## config.mk

```make
export PLATFORM = sky130hd
export DESIGN_NAME = dshot_frame_transmitter_flat
export DESIGN_NICKNAME = d
export VERILOG_FILES = /design/src/sv/dft_pkg.sv /design/src/sv/dft_if.sv /design/src/sv/dft_cmd_mem.sv /design/src/sv/dft_dispatch.sv /design/src/sv/dft_pulse_gen.sv /design/src/sv/dshot_frame_transmitter.sv /design/src/flat_wrapper.sv
export SDC_FILE = /design/constraint.sdc
export NUM_CORES = 1
export LEC_CHECK = 0
export ABC_CLOCK_PERIOD_IN_PS = 7500
export BUFFER_PORTS_ARGS = -buffer_cell sky130_fd_sc_hd__buf_2
export CAP_MARGIN = 20
export CORE_MARGIN = 3
export CORE_UTILIZATION = 44
export CTS_CLUSTER_DIAMETER = 60
export DETAILED_ROUTE_END_ITERATION = 10
export PLACE_DENSITY = 0.68
export SLEW_MARGIN = 20
export SYNTH_ARGS = -nofsm -noshare
export SYNTH_HDL_FRONTEND = slang
export SYNTH_HIERARCHICAL = 1
export SYNTH_SLANG_ARGS = --single-unit
export TNS_END_PERCENT = 1
```

## constraint.sdc

```tcl
create_clock -name clock -period 7.5 [get_ports clock]
set_input_delay 0.75 -clock clock [delete_from_list [all_inputs] [get_ports clock]]
set_output_delay 0.75 -clock clock [all_outputs]
set_load 0.005 [all_outputs]
```

## src/sv/dft_pkg.sv

```systemverilog
// ----------------------------------------------------------------------------
// dft_pkg
// Shared types, constants and helpers of the DShot frame transmitter.
// ----------------------------------------------------------------------------
package dft_pkg;

   localparam int COMMAND_DEPTH = 8;
   localparam int TIME_WIDTH    = 16;

   localparam int PTR_W = (COMMAND_DEPTH > 1) ? $clog2(COMMAND_DEPTH) : 1;
   localparam int CNT_W = $clog2(COMMAND_DEPTH + 1);

   localparam int VAL_W   = 11;
   localparam int TIME_W  = 16;
   localparam int FRAME_W = 16;
   localparam int BIDX_W  = 4;
   localparam int CSR_W   = 16;
   localparam int CIDX_W  = 3;

   localparam logic [BIDX_W-1:0] LAST_BIT    = 4'd15;
   localparam logic [3:0]        CSUM_MASK   = 4'hF;
   localparam logic [VAL_W-1:0]  CV_RESET    = 11'd48;

   // request selector codes
   localparam logic [1:0] FUNC_RAW      = 2'd0;
   localparam logic [1:0] FUNC_TELE     = 2'd1;
   localparam logic [1:0] FUNC_TICK     = 2'd2;
   localparam logic [1:0] FUNC_RESERVED = 2'd3;

   // register indexes
   localparam logic [CIDX_W-1:0] CSR_TELE_ALWAYS = 3'd0;
   localparam logic [CIDX_W-1:0] CSR_HIGH_ONE    = 3'd1;
   localparam logic [CIDX_W-1:0] CSR_LOW_ONE     = 3'd2;
   localparam logic [CIDX_W-1:0] CSR_HIGH_ZERO   = 3'd3;
   localparam logic [CIDX_W-1:0] CSR_LOW_ZERO    = 3'd4;
   localparam logic [CIDX_W-1:0] CSR_THR_FLOOR   = 3'd5;
   localparam logic [CIDX_W-1:0] CSR_THR_CEIL    = 3'd6;
   localparam logic [CIDX_W-1:0] CSR_CMD_FLOOR   = 3'd7;

   typedef struct packed {
      logic              telemetry_always;
      logic [TIME_W-1:0] high_time_one;
      logic [TIME_W-1:0] low_time_one;
      logic [TIME_W-1:0] high_time_zero;
      logic [TIME_W-1:0] low_time_zero;
      logic [VAL_W-1:0]  throttle_floor;
      logic [VAL_W-1:0]  throttle_ceiling;
      logic [VAL_W-1:0]  command_floor;
   } cfg_type;

   // one decoded request waiting for the pulse generator
   typedef struct packed {
      logic             is_frame;
      logic             accepted;
      logic             use_fifo;
      logic             use_slot;
      logic [VAL_W-1:0] slot_val;
      logic             tele;
   } job_type;

   function automatic logic [TIME_W-1:0] time_of(input logic [TIME_W-1:0] r);
      logic [TIME_W-1:0] m;
      logic [TIME_W-1:0] t;
      if (TIME_WIDTH >= TIME_W) begin
         m = '1;
      end else begin
         m = TIME_W'((64'd1 << TIME_WIDTH) - 64'd1);
      end
      t = r & m;
      return (t == '0) ? TIME_W'(1) : t;
   endfunction

   function automatic logic [FRAME_W-1:0] build_frame(input logic [VAL_W-1:0] cv,
                                                      input logic tele);
      logic [VAL_W:0] payload;
      logic [3:0]     csum;
      payload = {cv, tele};
      csum    = (payload[3:0] ^ payload[7:4] ^ payload[11:8]) & CSUM_MASK;
      return {payload, csum};
   endfunction

endpackage

```

## src/sv/dft_if.sv

```systemverilog
// ----------------------------------------------------------------------------
// dft_if
// Request and response channel interfaces (valid/ready with payload).
// ----------------------------------------------------------------------------
interface dft_req_if;
   logic        valid;
   logic        ready;
   logic [1:0]  func;
   logic [15:0] value;

   modport source (output valid, output func, output value, input ready);
   modport sink   (input valid, input func, input value, output ready);
endinterface

interface dft_rsp_if;
   logic        valid;
   logic        ready;
   logic        kind;
   logic        accepted;
   logic        bit_value;
   logic [15:0] high_time;
   logic [15:0] low_time;
   logic [15:0] frame_word;
   logic        last;

   modport source (output valid, output kind, output accepted, output bit_value,
                   output high_time, output low_time, output frame_word,
                   output last, input ready);
   modport sink   (input valid, input kind, input accepted, input bit_value,
                   input high_time, input low_time, input frame_word,
                   input last, output ready);
endinterface

```

## src/sv/dft_cmd_mem.sv

```systemverilog
// ----------------------------------------------------------------------------
// dft_cmd_mem
// Command queue storage: one write port, one registered read port.
// ----------------------------------------------------------------------------
module dft_cmd_mem (
   input  logic                      clock,
   input  logic                      wr_en,
   input  logic [dft_pkg::PTR_W-1:0] wr_addr,
   input  logic [dft_pkg::VAL_W-1:0] wr_data,
   input  logic                      rd_en,
   input  logic [dft_pkg::PTR_W-1:0] rd_addr,
   output logic [dft_pkg::VAL_W-1:0] rd_data
);
   import dft_pkg::*;

   logic [VAL_W-1:0] mem [COMMAND_DEPTH];
   logic [VAL_W-1:0] rd_data_ff;

   always_ff @(posedge clock) begin
      if (wr_en) begin
         mem[wr_addr] <= wr_data;
      end
   end

   always_ff @(posedge clock) begin
      if (rd_en) begin
         rd_data_ff <= mem[rd_addr];
      end
   end

   assign rd_data = rd_data_ff;

endmodule

```

## src/sv/dft_dispatch.sv

```systemverilog
// ----------------------------------------------------------------------------
// dft_dispatch
// Request decode, throttle slot, queue pointers and telemetry flag.
// ----------------------------------------------------------------------------
module dft_dispatch (
   input  logic                      clock,
   input  logic                      reset,
   input  dft_pkg::cfg_type          cfg,
   dft_req_if.sink                   req,
   input  logic                      take,
   output logic                      job_valid,
   output dft_pkg::job_type          job,
   output logic                      wr_en,
   output logic [dft_pkg::PTR_W-1:0] wr_addr,
   output logic [dft_pkg::VAL_W-1:0] wr_data,
   output logic                      rd_en,
   output logic [dft_pkg::PTR_W-1:0] rd_addr
);
   import dft_pkg::*;

   logic             job_valid_ff, job_valid_in;
   job_type          job_ff, job_in;
   logic [VAL_W-1:0] slot_ff, slot_in;
   logic             slot_full_ff, slot_full_in;
   logic [PTR_W-1:0] head_ff, head_in;
   logic [PTR_W-1:0] tail_ff, tail_in;
   logic [CNT_W-1:0] count_ff, count_in;
   logic             tele_once_ff, tele_once_in;
   logic             accept;
   logic             is_throttle;
   logic [VAL_W-1:0] clamped;

   function automatic logic [PTR_W-1:0] next_index(input logic [PTR_W-1:0] i);
      return (i == PTR_W'(COMMAND_DEPTH - 1)) ? '0 : PTR_W'(i + 1'b1);
   endfunction

   assign req.ready   = !job_valid_ff || take;
   assign accept      = req.valid && req.ready;
   assign is_throttle = req.value >= {5'd0, cfg.throttle_floor};
   assign clamped     = (req.value > {5'd0, cfg.throttle_ceiling}) ?
                        cfg.throttle_ceiling : req.value[VAL_W-1:0];

   always_comb begin
      job_valid_in = job_valid_ff;
      job_in       = job_ff;
      slot_in      = slot_ff;
      slot_full_in = slot_full_ff;
      head_in      = head_ff;
      tail_in      = tail_ff;
      count_in     = count_ff;
      tele_once_in = tele_once_ff;
      wr_en        = 1'b0;
      rd_en        = 1'b0;
      if (take) begin
         job_valid_in = 1'b0;
      end
      if (accept) begin
         job_valid_in    = 1'b1;
         job_in          = '0;
         case (req.func)
            FUNC_RAW: begin
               if (is_throttle) begin
                  slot_in         = clamped;
                  slot_full_in    = 1'b1;
                  job_in.accepted = 1'b1;
               end else if (req.value < {5'd0, cfg.command_floor} ||
                            count_ff >= CNT_W'(COMMAND_DEPTH)) begin
                  job_in.accepted = 1'b0;
               end else begin
                  wr_en           = 1'b1;
                  tail_in         = next_index(tail_ff);
                  count_in        = count_ff + 1'b1;
                  job_in.accepted = 1'b1;
               end
            end
            FUNC_TELE: begin
               tele_once_in    = 1'b1;
               job_in.accepted = 1'b1;
            end
            FUNC_TICK: begin
               job_in.is_frame = 1'b1;
               if (count_ff != '0) begin
                  rd_en           = 1'b1;
                  job_in.use_fifo = 1'b1;
                  head_in         = next_index(head_ff);
                  count_in        = count_ff - 1'b1;
               end else if (slot_full_ff) begin
                  job_in.use_slot = 1'b1;
                  job_in.slot_val = slot_ff;
                  slot_full_in    = 1'b0;
               end
               if (cfg.telemetry_always) begin
                  job_in.tele = 1'b1;
               end else if (tele_once_ff) begin
                  job_in.tele  = 1'b1;
                  tele_once_in = 1'b0;
               end
            end
            default: begin
               job_in.accepted = 1'b0;
            end
         endcase
      end
   end

   always_ff @(posedge clock) begin
      if (reset) begin
         job_valid_ff <= 1'b0;
         slot_ff      <= '0;
         slot_full_ff <= 1'b0;
         head_ff      <= '0;
         tail_ff      <= '0;
         count_ff     <= '0;
         tele_once_ff <= 1'b0;
      end else begin
         job_valid_ff <= job_valid_in;
         slot_ff      <= slot_in;
         slot_full_ff <= slot_full_in;
         head_ff      <= head_in;
         tail_ff      <= tail_in;
         count_ff     <= count_in;
         tele_once_ff <= tele_once_in;
      end
   end

   always_ff @(posedge clock) begin
      job_ff <= job_in;
   end

   assign job_valid = job_valid_ff;
   assign job       = job_ff;
   assign wr_addr   = tail_ff;
   assign wr_data   = req.value[VAL_W-1:0];
   assign rd_addr   = head_ff;

endmodule

```

## src/sv/dft_pulse_gen.sv

```systemverilog
// ----------------------------------------------------------------------------
// dft_pulse_gen
// Frame assembly and serializer: status answers or sixteen bit pulses.
// ----------------------------------------------------------------------------
module dft_pulse_gen (
   input  logic                      clock,
   input  logic                      reset,
   input  dft_pkg::cfg_type          cfg,
   input  logic                      job_valid,
   input  dft_pkg::job_type          job,
   input  logic [dft_pkg::VAL_W-1:0] rd_data,
   output logic                      take,
   dft_rsp_if.source                 rsp
);
   import dft_pkg::*;

   logic               out_valid_ff, out_valid_in;
   logic               kind_ff, kind_in;
   logic               acc_ff, acc_in;
   logic [FRAME_W-1:0] frame_ff, frame_in;
   logic [BIDX_W-1:0]  idx_ff, idx_in;
   logic [VAL_W-1:0]   cv_ff, cv_in;
   logic               last_now;
   logic               out_free;
   logic               bit_now;
   logic [VAL_W-1:0]   cv_sel;

   assign last_now = !kind_ff || (idx_ff == LAST_BIT);
   assign out_free = !out_valid_ff || (rsp.ready && last_now);
   assign take     = job_valid && out_free;
   assign bit_now  = frame_ff[LAST_BIT - idx_ff];
   assign cv_sel   = job.use_fifo ? rd_data : (job.use_slot ? job.slot_val : cv_ff);

   always_comb begin
      out_valid_in = out_valid_ff;
      kind_in      = kind_ff;
      acc_in       = acc_ff;
      frame_in     = frame_ff;
      idx_in       = idx_ff;
      cv_in        = cv_ff;
      if (out_valid_ff && rsp.ready) begin
         if (last_now) begin
            out_valid_in = 1'b0;
         end else begin
            idx_in = idx_ff + 1'b1;
         end
      end
      if (take) begin
         out_valid_in = 1'b1;
         kind_in      = job.is_frame;
         acc_in       = job.accepted;
         idx_in       = '0;
         if (job.is_frame) begin
            cv_in    = cv_sel;
            frame_in = build_frame(cv_sel, job.tele);
         end
      end
   end

   always_ff @(posedge clock) begin
      if (reset) begin
         out_valid_ff <= 1'b0;
         kind_ff      <= 1'b0;
         idx_ff       <= '0;
         cv_ff        <= CV_RESET;
      end else begin
         out_valid_ff <= out_valid_in;
         kind_ff      <= kind_in;
         idx_ff       <= idx_in;
         cv_ff        <= cv_in;
      end
   end

   always_ff @(posedge clock) begin
      acc_ff   <= acc_in;
      frame_ff <= frame_in;
   end

   always_comb begin
      rsp.valid      = out_valid_ff;
      rsp.kind       = kind_ff;
      rsp.last       = last_now;
      rsp.accepted   = 1'b0;
      rsp.bit_value  = 1'b0;
      rsp.high_time  = '0;
      rsp.low_time   = '0;
      rsp.frame_word = '0;
      if (kind_ff) begin
         rsp.bit_value  = bit_now;
         rsp.frame_word = frame_ff;
         rsp.high_time  = bit_now ? time_of(cfg.high_time_one) : time_of(cfg.high_time_zero);
         rsp.low_time   = bit_now ? time_of(cfg.low_time_one) : time_of(cfg.low_time_zero);
      end else begin
         rsp.accepted = acc_ff;
      end
   end

endmodule

```

## src/sv/dshot_frame_transmitter.sv

```systemverilog
// ----------------------------------------------------------------------------
// dshot_frame_transmitter
// DShot frame encoder: throttle slot, command queue, bit pulse serializer.
// ----------------------------------------------------------------------------
// Usage:
//   req_chan carries one request per handshake: func selects raw value,
//   telemetry once, frame tick or reserved; value is the raw throttle or
//   command. rsp_chan returns a single status answer (kind 0, last 1) for
//   every request but a frame tick, which returns sixteen bit pulses
//   (kind 1), MSB first, each with its high/low time and the whole frame,
//   last set on the sixteenth.
//   A request passes the holding register, then the output register.
//   Throughput, while rsp_chan.ready is high: one status request per cycle;
//   a frame tick holds the serializer for sixteen pulses, one per cycle.
//   The queue read is a registered memory port, issued at tick acceptance.
//   A decoded request waits in one holding register, so a new request is
//   taken while the current result is still being sent or stalled.
//   Stall: with rsp_chan.ready low the current result holds; once the
//   holding register is also full, req_chan.ready drops.
//   Reset: synchronous; control registers return to their defaults, queue and
//   throttle slot empty, current value 48. No memory clearing pass.
//   csr_* writes take effect at once and belong to idle periods.
// ----------------------------------------------------------------------------
module dshot_frame_transmitter (
   input  logic                       clock,
   input  logic                       reset,
   dft_req_if.sink                    req_chan,
   dft_rsp_if.source                  rsp_chan,
   input  logic                       csr_we,
   input  logic [dft_pkg::CIDX_W-1:0] csr_index,
   input  logic [dft_pkg::CSR_W-1:0]  csr_wdata
);
   import dft_pkg::*;

   cfg_type          cfg_ff, cfg_in;
   job_type          job;
   logic             job_valid;
   logic             take;
   logic             wr_en;
   logic [PTR_W-1:0] wr_addr;
   logic [VAL_W-1:0] wr_data;
   logic             rd_en;
   logic [PTR_W-1:0] rd_addr;
   logic [VAL_W-1:0] rd_data;

   // configuration registers
   always_comb begin
      cfg_in = cfg_ff;
      if (csr_we) begin
         case (csr_index)
            CSR_TELE_ALWAYS: cfg_in.telemetry_always = csr_wdata[0];
            CSR_HIGH_ONE:    cfg_in.high_time_one    = csr_wdata;
            CSR_LOW_ONE:     cfg_in.low_time_one     = csr_wdata;
            CSR_HIGH_ZERO:   cfg_in.high_time_zero   = csr_wdata;
            CSR_LOW_ZERO:    cfg_in.low_time_zero    = csr_wdata;
            CSR_THR_FLOOR:   cfg_in.throttle_floor   = csr_wdata[VAL_W-1:0];
            CSR_THR_CEIL:    cfg_in.throttle_ceiling = csr_wdata[VAL_W-1:0];
            CSR_CMD_FLOOR:   cfg_in.command_floor    = csr_wdata[VAL_W-1:0];
            default: begin
               cfg_in = cfg_ff;
            end
         endcase
      end
   end

   always_ff @(posedge clock) begin
      if (reset) begin
         cfg_ff.telemetry_always <= 1'b0;
         cfg_ff.high_time_one    <= TIME_W'(1);
         cfg_ff.low_time_one     <= TIME_W'(1);
         cfg_ff.high_time_zero   <= TIME_W'(1);
         cfg_ff.low_time_zero    <= TIME_W'(1);
         cfg_ff.throttle_floor   <= VAL_W'(48);
         cfg_ff.throttle_ceiling <= VAL_W'(2047);
         cfg_ff.command_floor    <= VAL_W'(1);
      end else begin
         cfg_ff <= cfg_in;
      end
   end

   // decode, slot and queue pointers
   dft_dispatch u_dispatch (
      .clock     (clock),
      .reset     (reset),
      .cfg       (cfg_ff),
      .req       (req_chan),
      .take      (take),
      .job_valid (job_valid),
      .job       (job),
      .wr_en     (wr_en),
      .wr_addr   (wr_addr),
      .wr_data   (wr_data),
      .rd_en     (rd_en),
      .rd_addr   (rd_addr)
   );

   // queued commands
   dft_cmd_mem u_cmd_mem (
      .clock   (clock),
      .wr_en   (wr_en),
      .wr_addr (wr_addr),
      .wr_data (wr_data),
      .rd_en   (rd_en),
      .rd_addr (rd_addr),
      .rd_data (rd_data)
   );

   // frame build and output
   dft_pulse_gen u_pulse_gen (
      .clock     (clock),
      .reset     (reset),
      .cfg       (cfg_ff),
      .job_valid (job_valid),
      .job       (job),
      .rd_data   (rd_data),
      .take      (take),
      .rsp       (rsp_chan)
   );

   // an accepted request always lands in the holding register
   a_accept_holds: assert property (@(posedge clock) disable iff (reset)
      (req_chan.valid && req_chan.ready) |=> job_valid)
      else $error("accepted request not held");

   // a status answer is a single result with no pulse fields
   a_status_clean: assert property (@(posedge clock) disable iff (reset)
      (rsp_chan.valid && !rsp_chan.kind) |->
      (rsp_chan.last && rsp_chan.high_time == '0 && rsp_chan.frame_word == '0))
      else $error("malformed status answer");

   // pulses never carry a zero duration
   a_pulse_time: assert property (@(posedge clock) disable iff (reset)
      (rsp_chan.valid && rsp_chan.kind) |->
      (rsp_chan.high_time != '0 && rsp_chan.low_time != '0))
      else $error("zero pulse duration");

   // the final pulse carries the frame's LSB
   a_last_bit: assert property (@(posedge clock) disable iff (reset)
      (rsp_chan.valid && rsp_chan.kind && rsp_chan.last) |->
      (rsp_chan.bit_value == rsp_chan.frame_word[0]))
      else $error("last pulse bit mismatch");

endmodule
```

## src/flat_wrapper.sv

```systemverilog
// flat-port wrapper written by rule: the top's interface ports become plain ports
module dshot_frame_transmitter_flat import dft_pkg::*;
  (clock, reset, csr_we, csr_index, csr_wdata, req_chan_valid, req_chan_func, req_chan_value, req_chan_ready, rsp_chan_valid, rsp_chan_kind, rsp_chan_accepted, rsp_chan_bit_value, rsp_chan_high_time, rsp_chan_low_time, rsp_chan_frame_word, rsp_chan_last, rsp_chan_ready);
  dft_req_if req_chan_i ();
  dft_rsp_if rsp_chan_i ();
  input  logic clock;
  input  logic reset;
  input  logic csr_we;
  input  logic [dft_pkg::CIDX_W-1:0] csr_index;
  input  logic [dft_pkg::CSR_W-1:0] csr_wdata;
  input wire logic [$bits(req_chan_i.valid)-1:0] req_chan_valid;
  input wire logic [$bits(req_chan_i.func)-1:0] req_chan_func;
  input wire logic [$bits(req_chan_i.value)-1:0] req_chan_value;
  output wire logic [$bits(req_chan_i.ready)-1:0] req_chan_ready;
  output wire logic [$bits(rsp_chan_i.valid)-1:0] rsp_chan_valid;
  output wire logic [$bits(rsp_chan_i.kind)-1:0] rsp_chan_kind;
  output wire logic [$bits(rsp_chan_i.accepted)-1:0] rsp_chan_accepted;
  output wire logic [$bits(rsp_chan_i.bit_value)-1:0] rsp_chan_bit_value;
  output wire logic [$bits(rsp_chan_i.high_time)-1:0] rsp_chan_high_time;
  output wire logic [$bits(rsp_chan_i.low_time)-1:0] rsp_chan_low_time;
  output wire logic [$bits(rsp_chan_i.frame_word)-1:0] rsp_chan_frame_word;
  output wire logic [$bits(rsp_chan_i.last)-1:0] rsp_chan_last;
  input wire logic [$bits(rsp_chan_i.ready)-1:0] rsp_chan_ready;
  assign req_chan_i.valid = req_chan_valid;
  assign req_chan_i.func = req_chan_func;
  assign req_chan_i.value = req_chan_value;
  assign req_chan_ready = req_chan_i.ready;
  assign rsp_chan_valid = rsp_chan_i.valid;
  assign rsp_chan_kind = rsp_chan_i.kind;
  assign rsp_chan_accepted = rsp_chan_i.accepted;
  assign rsp_chan_bit_value = rsp_chan_i.bit_value;
  assign rsp_chan_high_time = rsp_chan_i.high_time;
  assign rsp_chan_low_time = rsp_chan_i.low_time;
  assign rsp_chan_frame_word = rsp_chan_i.frame_word;
  assign rsp_chan_last = rsp_chan_i.last;
  assign rsp_chan_i.ready = rsp_chan_ready;
  dshot_frame_transmitter u_core (.clock(clock), .reset(reset), .req_chan(req_chan_i), .rsp_chan(rsp_chan_i), .csr_we(csr_we), .csr_index(csr_index), .csr_wdata(csr_wdata));
endmodule
```

Word-level counts from Yosys, hierarchy flattened
Memory sizes are Yosys's and may differ from the RTL's. A register that Yosys moved wholly into a read port is not among the register bits.
Cells that the tools add are included.
Widths: inputs -> output; s select.

word-level totals
  bits in registers = 172
  RAM bits = 88
  input bits = 42
  output and inout bits = 54
  memories kept = 1

cells by class
  $add $sub $neg = 6
  $lt $le $gt $ge = 5
  equality and inequality tests = 18
  multiplexer cells = 48
  bitwise gates (word level) = 11
  reduce and logical (&&, ||, !) cells = 43

memories
  memory                words  bits a word  rd ports  clocked after Yosys merged registers in  write ports  line               source
  u_core.u_cmd_mem.mem  8      11           1         1                                        1            dft_cmd_mem.sv:16  logic [VAL_W-1:0] mem [COMMAND_DEPTH];

operator list
  cell                 number
  $mux 16              10
  $and 16x16->16       4
  $logic_not 16->1     4
  $mux 11              3
  $mux 1               24
  $reduce_and 2->1     11
  $eq 3x3->1 const B   6
  $ge 16x11->1         1
  $gt 16x11->1         1
  $lt 16x11->1         1
  $mux 12              1
  $mux 4               3
  $ne 2x2->1 const B   6
  $reduce_bool 2->1    5
  $reduce_and 3->1     3
  $add 4x1->4 const B  2
  $pmux 4 s2           1
  $reduce_and 4->1     2
  $xor 4x4->4          2
  $add 3x1->3 const B  2
  $eq 3x2->1 const B   2
  $mux 3               2
  $pmux 1 s2           3
  $lt 4x5->1 const B   1
  18 further kinds     31

Longest topological paths before layout
  depth in word-level cells = 10
  mapped depth = 13
  mapped depth without buffers = 12

Cells and area by module
The synthesis kept the hierarchy.

by module, submodules not included
  module                   times used  cells an instance  area an instance (um^2)
  dshot_frame_transmitter  1           354                3903.7
  dft_cmd_mem              1           150                3767.4
  dft_dispatch             1           300                2860.2
  dft_pulse_gen            1           247                2346.0

Worst setup path after synthesis
Ideal clock, no wire load.

  path kind = register to register
  start point = reg u_core.u_pulse_gen.idx_ff[1]
  end point = mem u_core.u_cmd_mem.mem[0][0] (enable)
  library setup time = 0.393 ns
  arrival time = 3.156 ns
  data required time = 7.107 ns
  slack = 3.951 ns
  cell stages (with the launch flop) = 13
  buffers on the path = 0
  cell sequence = dfxtp_1 -> ha_1 -> and3_1 -> o21ai_1 -> nand2_1 -> and2_1 -> nand2b_1 -> nand2_4 -> inv_1 -> nand2_1 -> nor3_1 -> nand2b_1 -> nor3_1

between the ends
  cells in the longest elaborated chain, start to end = 10

ends and longest elaborated chain
  what                          line                           source
  start: declaration            dft_pulse_gen.sv:21            logic [BIDX_W-1:0] idx_ff, idx_in;
  start signal: assignment      dft_pulse_gen.sv:69            idx_ff <= idx_in;
  $eq 4x4->1                    dft_pulse_gen.sv:28            assign last_now = !kind_ff || (idx_ff == LAST_BIT);
  $logic_or 1x1->1              dft_pulse_gen.sv:28
  $logic_and 1x1->1             dft_pulse_gen.sv:29            assign out_free = !out_valid_ff || (rsp.ready && last_now);
  $logic_or 1x1->1              dft_pulse_gen.sv:29
  $logic_and 1x1->1             dft_pulse_gen.sv:30            assign take = job_valid && out_free;
  via u_core.take               dshot_frame_transmitter.sv:38  logic take;
  $logic_or 1x1->1              dft_dispatch.sv:37             assign req.ready = !job_valid_ff || take;
  via req_chan_ready            flat_wrapper.sv:14             output wire logic [$bits(req_chan_i.ready)-1:0] req_chan_ready;
  $logic_and 1x1->1             dft_dispatch.sv:38             assign accept = req.valid && req.ready;
  via u_core.u_dispatch.accept  dft_dispatch.sv:29             logic accept;
  $mux 1                        dft_dispatch.sv:57             if (accept) begin
  via u_core.wr_en              dshot_frame_transmitter.sv:39  logic wr_en;
  $mux 1                        dft_cmd_mem.sv:20              if (wr_en) begin
  $mux 1 (implied by the code)  dft_cmd_mem.sv:21              mem[wr_addr] <= wr_data;
  end: declaration              dft_cmd_mem.sv:16

The timed path passes the listed nets, and every way through them passes these cells.

Worst setup path after layout
  start point = reg u_core.u_pulse_gen.idx_ff[0]
  end point = mem u_core.u_cmd_mem.mem[2][0] (enable)

between the ends
  cells in the longest elaborated chain, start to end = 10

ends and longest elaborated chain
  what                          line
  $eq 4x4->1                    dft_pulse_gen.sv:28
  $logic_or 1x1->1              dft_pulse_gen.sv:28
  $logic_and 1x1->1             dft_pulse_gen.sv:29
  $logic_or 1x1->1              dft_pulse_gen.sv:29
  $logic_and 1x1->1             dft_pulse_gen.sv:30
  via u_core.take               dshot_frame_transmitter.sv:38
  $logic_or 1x1->1              dft_dispatch.sv:37
  $logic_and 1x1->1             dft_dispatch.sv:38
  via u_core.u_dispatch.accept  dft_dispatch.sv:29
  $mux 1                        dft_dispatch.sv:57
  via u_core.wr_en              dshot_frame_transmitter.sv:39
  $mux 1                        dft_cmd_mem.sv:20
  $mux 1 (implied by the code)  dft_cmd_mem.sv:21

The timed path passes the listed nets, and every way through them passes these cells.

==> out/metrics.csv <==
metric,value,unit
CP Class,register to register,
maximum fanout along the worst path,19,
max_slew headroom,27.71,%
Placer Congestion,0.7706,
WL per Instance,18.73,um
global-route wire length before repair,44.77,mm
largest net degree at the start of global routing,107,
DIE HEIGHT,177.1,um
Post-DP Area,0.01348,mm^2
synth cell count leaders,"mux2i_1 (164), dfxtp_1 (139), edfxtp_1 (132)",
Final period util,58.55,%
Worst EP arrival,4.55,ns
RR Endpoint,u_core/u_cmd_mem/mem[2][0],
Finish-stage setup viols,0,
initial DRC count,569,
clk_skew,0.01832,ns
Synthesized Nets,1133,
clk buf depth,3,
Synth Instances,1051,
CTS H-tree depth,1,
Setup TNS,0,ns
Chip Width,177.1,um
post-synth top area share,30.78,%
Yosys reg bits,271,
Clock transition at path regs,0.06,ns
Finished Cell Area,0.01435,mm^2
Critical Path Sink Type,register,
Initial DRT Pass Iterations,5,
RSZ-0062 raised after global routing,false,
final wirelength,28.55,mm
Pwr Density,217.3,mW/mm^2
worst slew pin tran,1.083,ns
Post-synth top flop,dfxtp_1,
fin. max-slew vios,0,
Resize count post-CTS,0,
drc violations,0,
grt total ovfl,0,
Area Overhead vs Synth,11.45,%
Leak Pwr,0.005724,uW
CP required,7.66,ns
Critical R2R Launch,u_core/u_pulse_gen/idx_ff[0],
"FFs w/ async S/R, synth",0,%
syn avg cell area,12.25,um^2
Ports,96,
fin nets,1205,
final hold viol count,0,
core area,0.02832,mm^2
initial antenna violation count,0,
gr usage total,18.09,%
setup bufs post-CTS,0,
HP Class,register to register,
Mapped Area,0.01288,mm^2
drt via density,5.283,
"Seq/Total Area, Yosys",52.39,%
largest cells by area after synthesis,"edfxtp_1 (31%), dfxtp_1 (22%), mux2i_1 (13%)",
Hold Buf Count CTS,0,
hpwl dp,19.79,mm
Starting Density,45.48,%
CTS tree,yes,
"area leader, netlist",edfxtp_1,
Critical Path Source Type,register,
"EDFF count, synth",132,
Root Driver,clkbuf_16,
"antenna viol nets, final",0,
TritonCTS Buffers,29,
post-route minimum period,4.391,ns
worst r2r path cells,12,
port bufs,95,
crit path from,u_core/u_pulse_gen/idx_ff[0],
clock latency on the worst-skew pair,0.55,ns
share of post-route cells with drive strength above 1,16.24,%
Max Cap Viol,0,
flop-to-flop setup slack,3.11,ns
Ys Warns,6,
count of different cell masters after synthesis,74,
vias in the first global route,7988,
CTS sink count,271,
die area,0.03136,mm^2
status,"finished, final reports clean",
WHS,0.4464,ns
cell with the most instances after synthesis,mux2i_1,
Critical Path Sink,u_core/u_cmd_mem/mem[2][0],
Vias,8051,
VDD IR max,0.1409,mV
# rows,61,
Max Clk Rate,227.7,MHz
cell usage in the layout (no fill, tap or decap), drive strengths merged, types with 13 or more instances in the layout:
cell type  instances
mux2i            165
dfxtp            139
nand2             33
buf              105
mux4              26
ha                39
and2              29
nand2b           101
a21oi             35
inv               41
clkbuf            37
clkinv            13
nor4              15
mux2              14
edfxtp           132
nor2              95
o21ai             26
nor3              13
how the worst min path moves through the flow:
| stage | slack (ns) | start | depth (start not counted) | endpoint |
|---|---|---|---|---|
| 6_report | 0.45 | u_core/u_dispatch/job[14] | 0 | u_core/u_pulse_gen/acc_ff |
| 4_1_cts | 0.45 | u_core/u_dispatch/job[14] | 0 | u_core/u_pulse_gen/acc_ff |
| 3_5_place_dp | 0.43 | u_core/u_dispatch/job[14] | 0 | u_core/u_pulse_gen/acc_ff |
| 2_1_floorplan | 0.40 | u_core/u_dispatch/job[14] | 0 | u_core/u_pulse_gen/acc_ff |
| 5_1_grt | 0.45 | u_core/u_dispatch/job[14] | 0 | u_core/u_pulse_gen/acc_ff |
| 3_3_place_gp | 0.44 | u_core/u_dispatch/job[14] | 0 | u_core/u_pulse_gen/acc_ff |
through the flow:
step / setup slack [ns] / cells / power, uW / util, %
2_1_floorplan: 3.951 / 1051 / 1775 / -
3_3_place_gp: 3.282 / 1470 / 1836 / 47.59
3_5_place_dp: 3.104 / 1470 / 1839 / 47.59
4_1_cts: 3.115 / 1523 / 3152 / 50.67
5_1_grt: 2.641 / 1523 / 3230 / 50.67
6_report: 3.109 / 1524 / 3118 / 50.68
sequential cells by signal, indices dropped and copies added (netlist names):
register	flops
u_core/u_cmd_mem/rd_data	11
u_core/u_dispatch/slot_full_ff	1
u_core/u_pulse_gen/acc_ff	1
u_core/u_pulse_gen/idx_ff	4
u_core/u_dispatch/slot_ff	11
u_core/u_pulse_gen/cv_ff	11
u_core/u_dispatch/tele_once_ff	1
u_core/u_dispatch/count_ff	4
u_core/u_dispatch/wr_addr	3
u_core/u_dispatch/job_valid	1
u_core/u_dispatch/rd_addr	3
u_core/u_dispatch/job	16
u_core/u_cmd_mem/mem	88
u_core/u_pulse_gen/rsp.valid	1
u_core/u_pulse_gen/rsp.kind	1
u_core/u_pulse_gen/frame_ff	16
u_core/cfg_ff	98
cell families (layout without fill, tap and decap cells):
logic type,after synthesis,count (layout),synth area share (%)
fa+ha+maj,40,40,3.945
xor+xnor,13,13,0.8842
other cells,0,1,0
compound gates,96,96,5.179
flops,271,271,52.39
mux,205,205,19.36
buf+inv,105,199,4.518
simple gates,321,321,13.72
critical path, stage by stage (launching register included):
cell and delay, ns:
dfxtp_1 0.52, ha_1 0.22, and3_1 0.19, o21ai_1 0.12, nand2_1 0.13, and2_1 0.16, nand2b_1 0.21, nand2_4 0.09
inv_1 0.49, nand2_1 0.30, nor3_1 0.50, nand2b_1 0.23, nor2_1 0.86
report_power, final:
part / total [uW] / switching, uW / leakage [uW] / internal, uW
logic: 205 / 122 / 0.00296 / 82.3
registers: 1600 / 22.8 / 0.00233 / 1580
clock network: 1310 / 557 / 0.000427 / 752
total: 3120 / 702 / 0.00572 / 2420
metal layers:
layer  track usage [%]  wire length (um)  vias up
li1                  -                 -     3929
met1             27.41             14060     3901
met2             27.92             12720      180
met3             2.102              1214       41
met4             4.059               556        0
met5                 0                 0        -
area by class of cell:
cell class                 instances  area (um^2)
sequential                       271         6746
timing repair buffer             105        553.0
inverter                          41        153.9
clock inverter                    16        107.6
antenna                            1        2.502
tap                              378        473.0
fill                            2516        13960
multi-input combinational        675         5549
clock buffer                      37        765.7
Power figures use the tool's default switching activity.
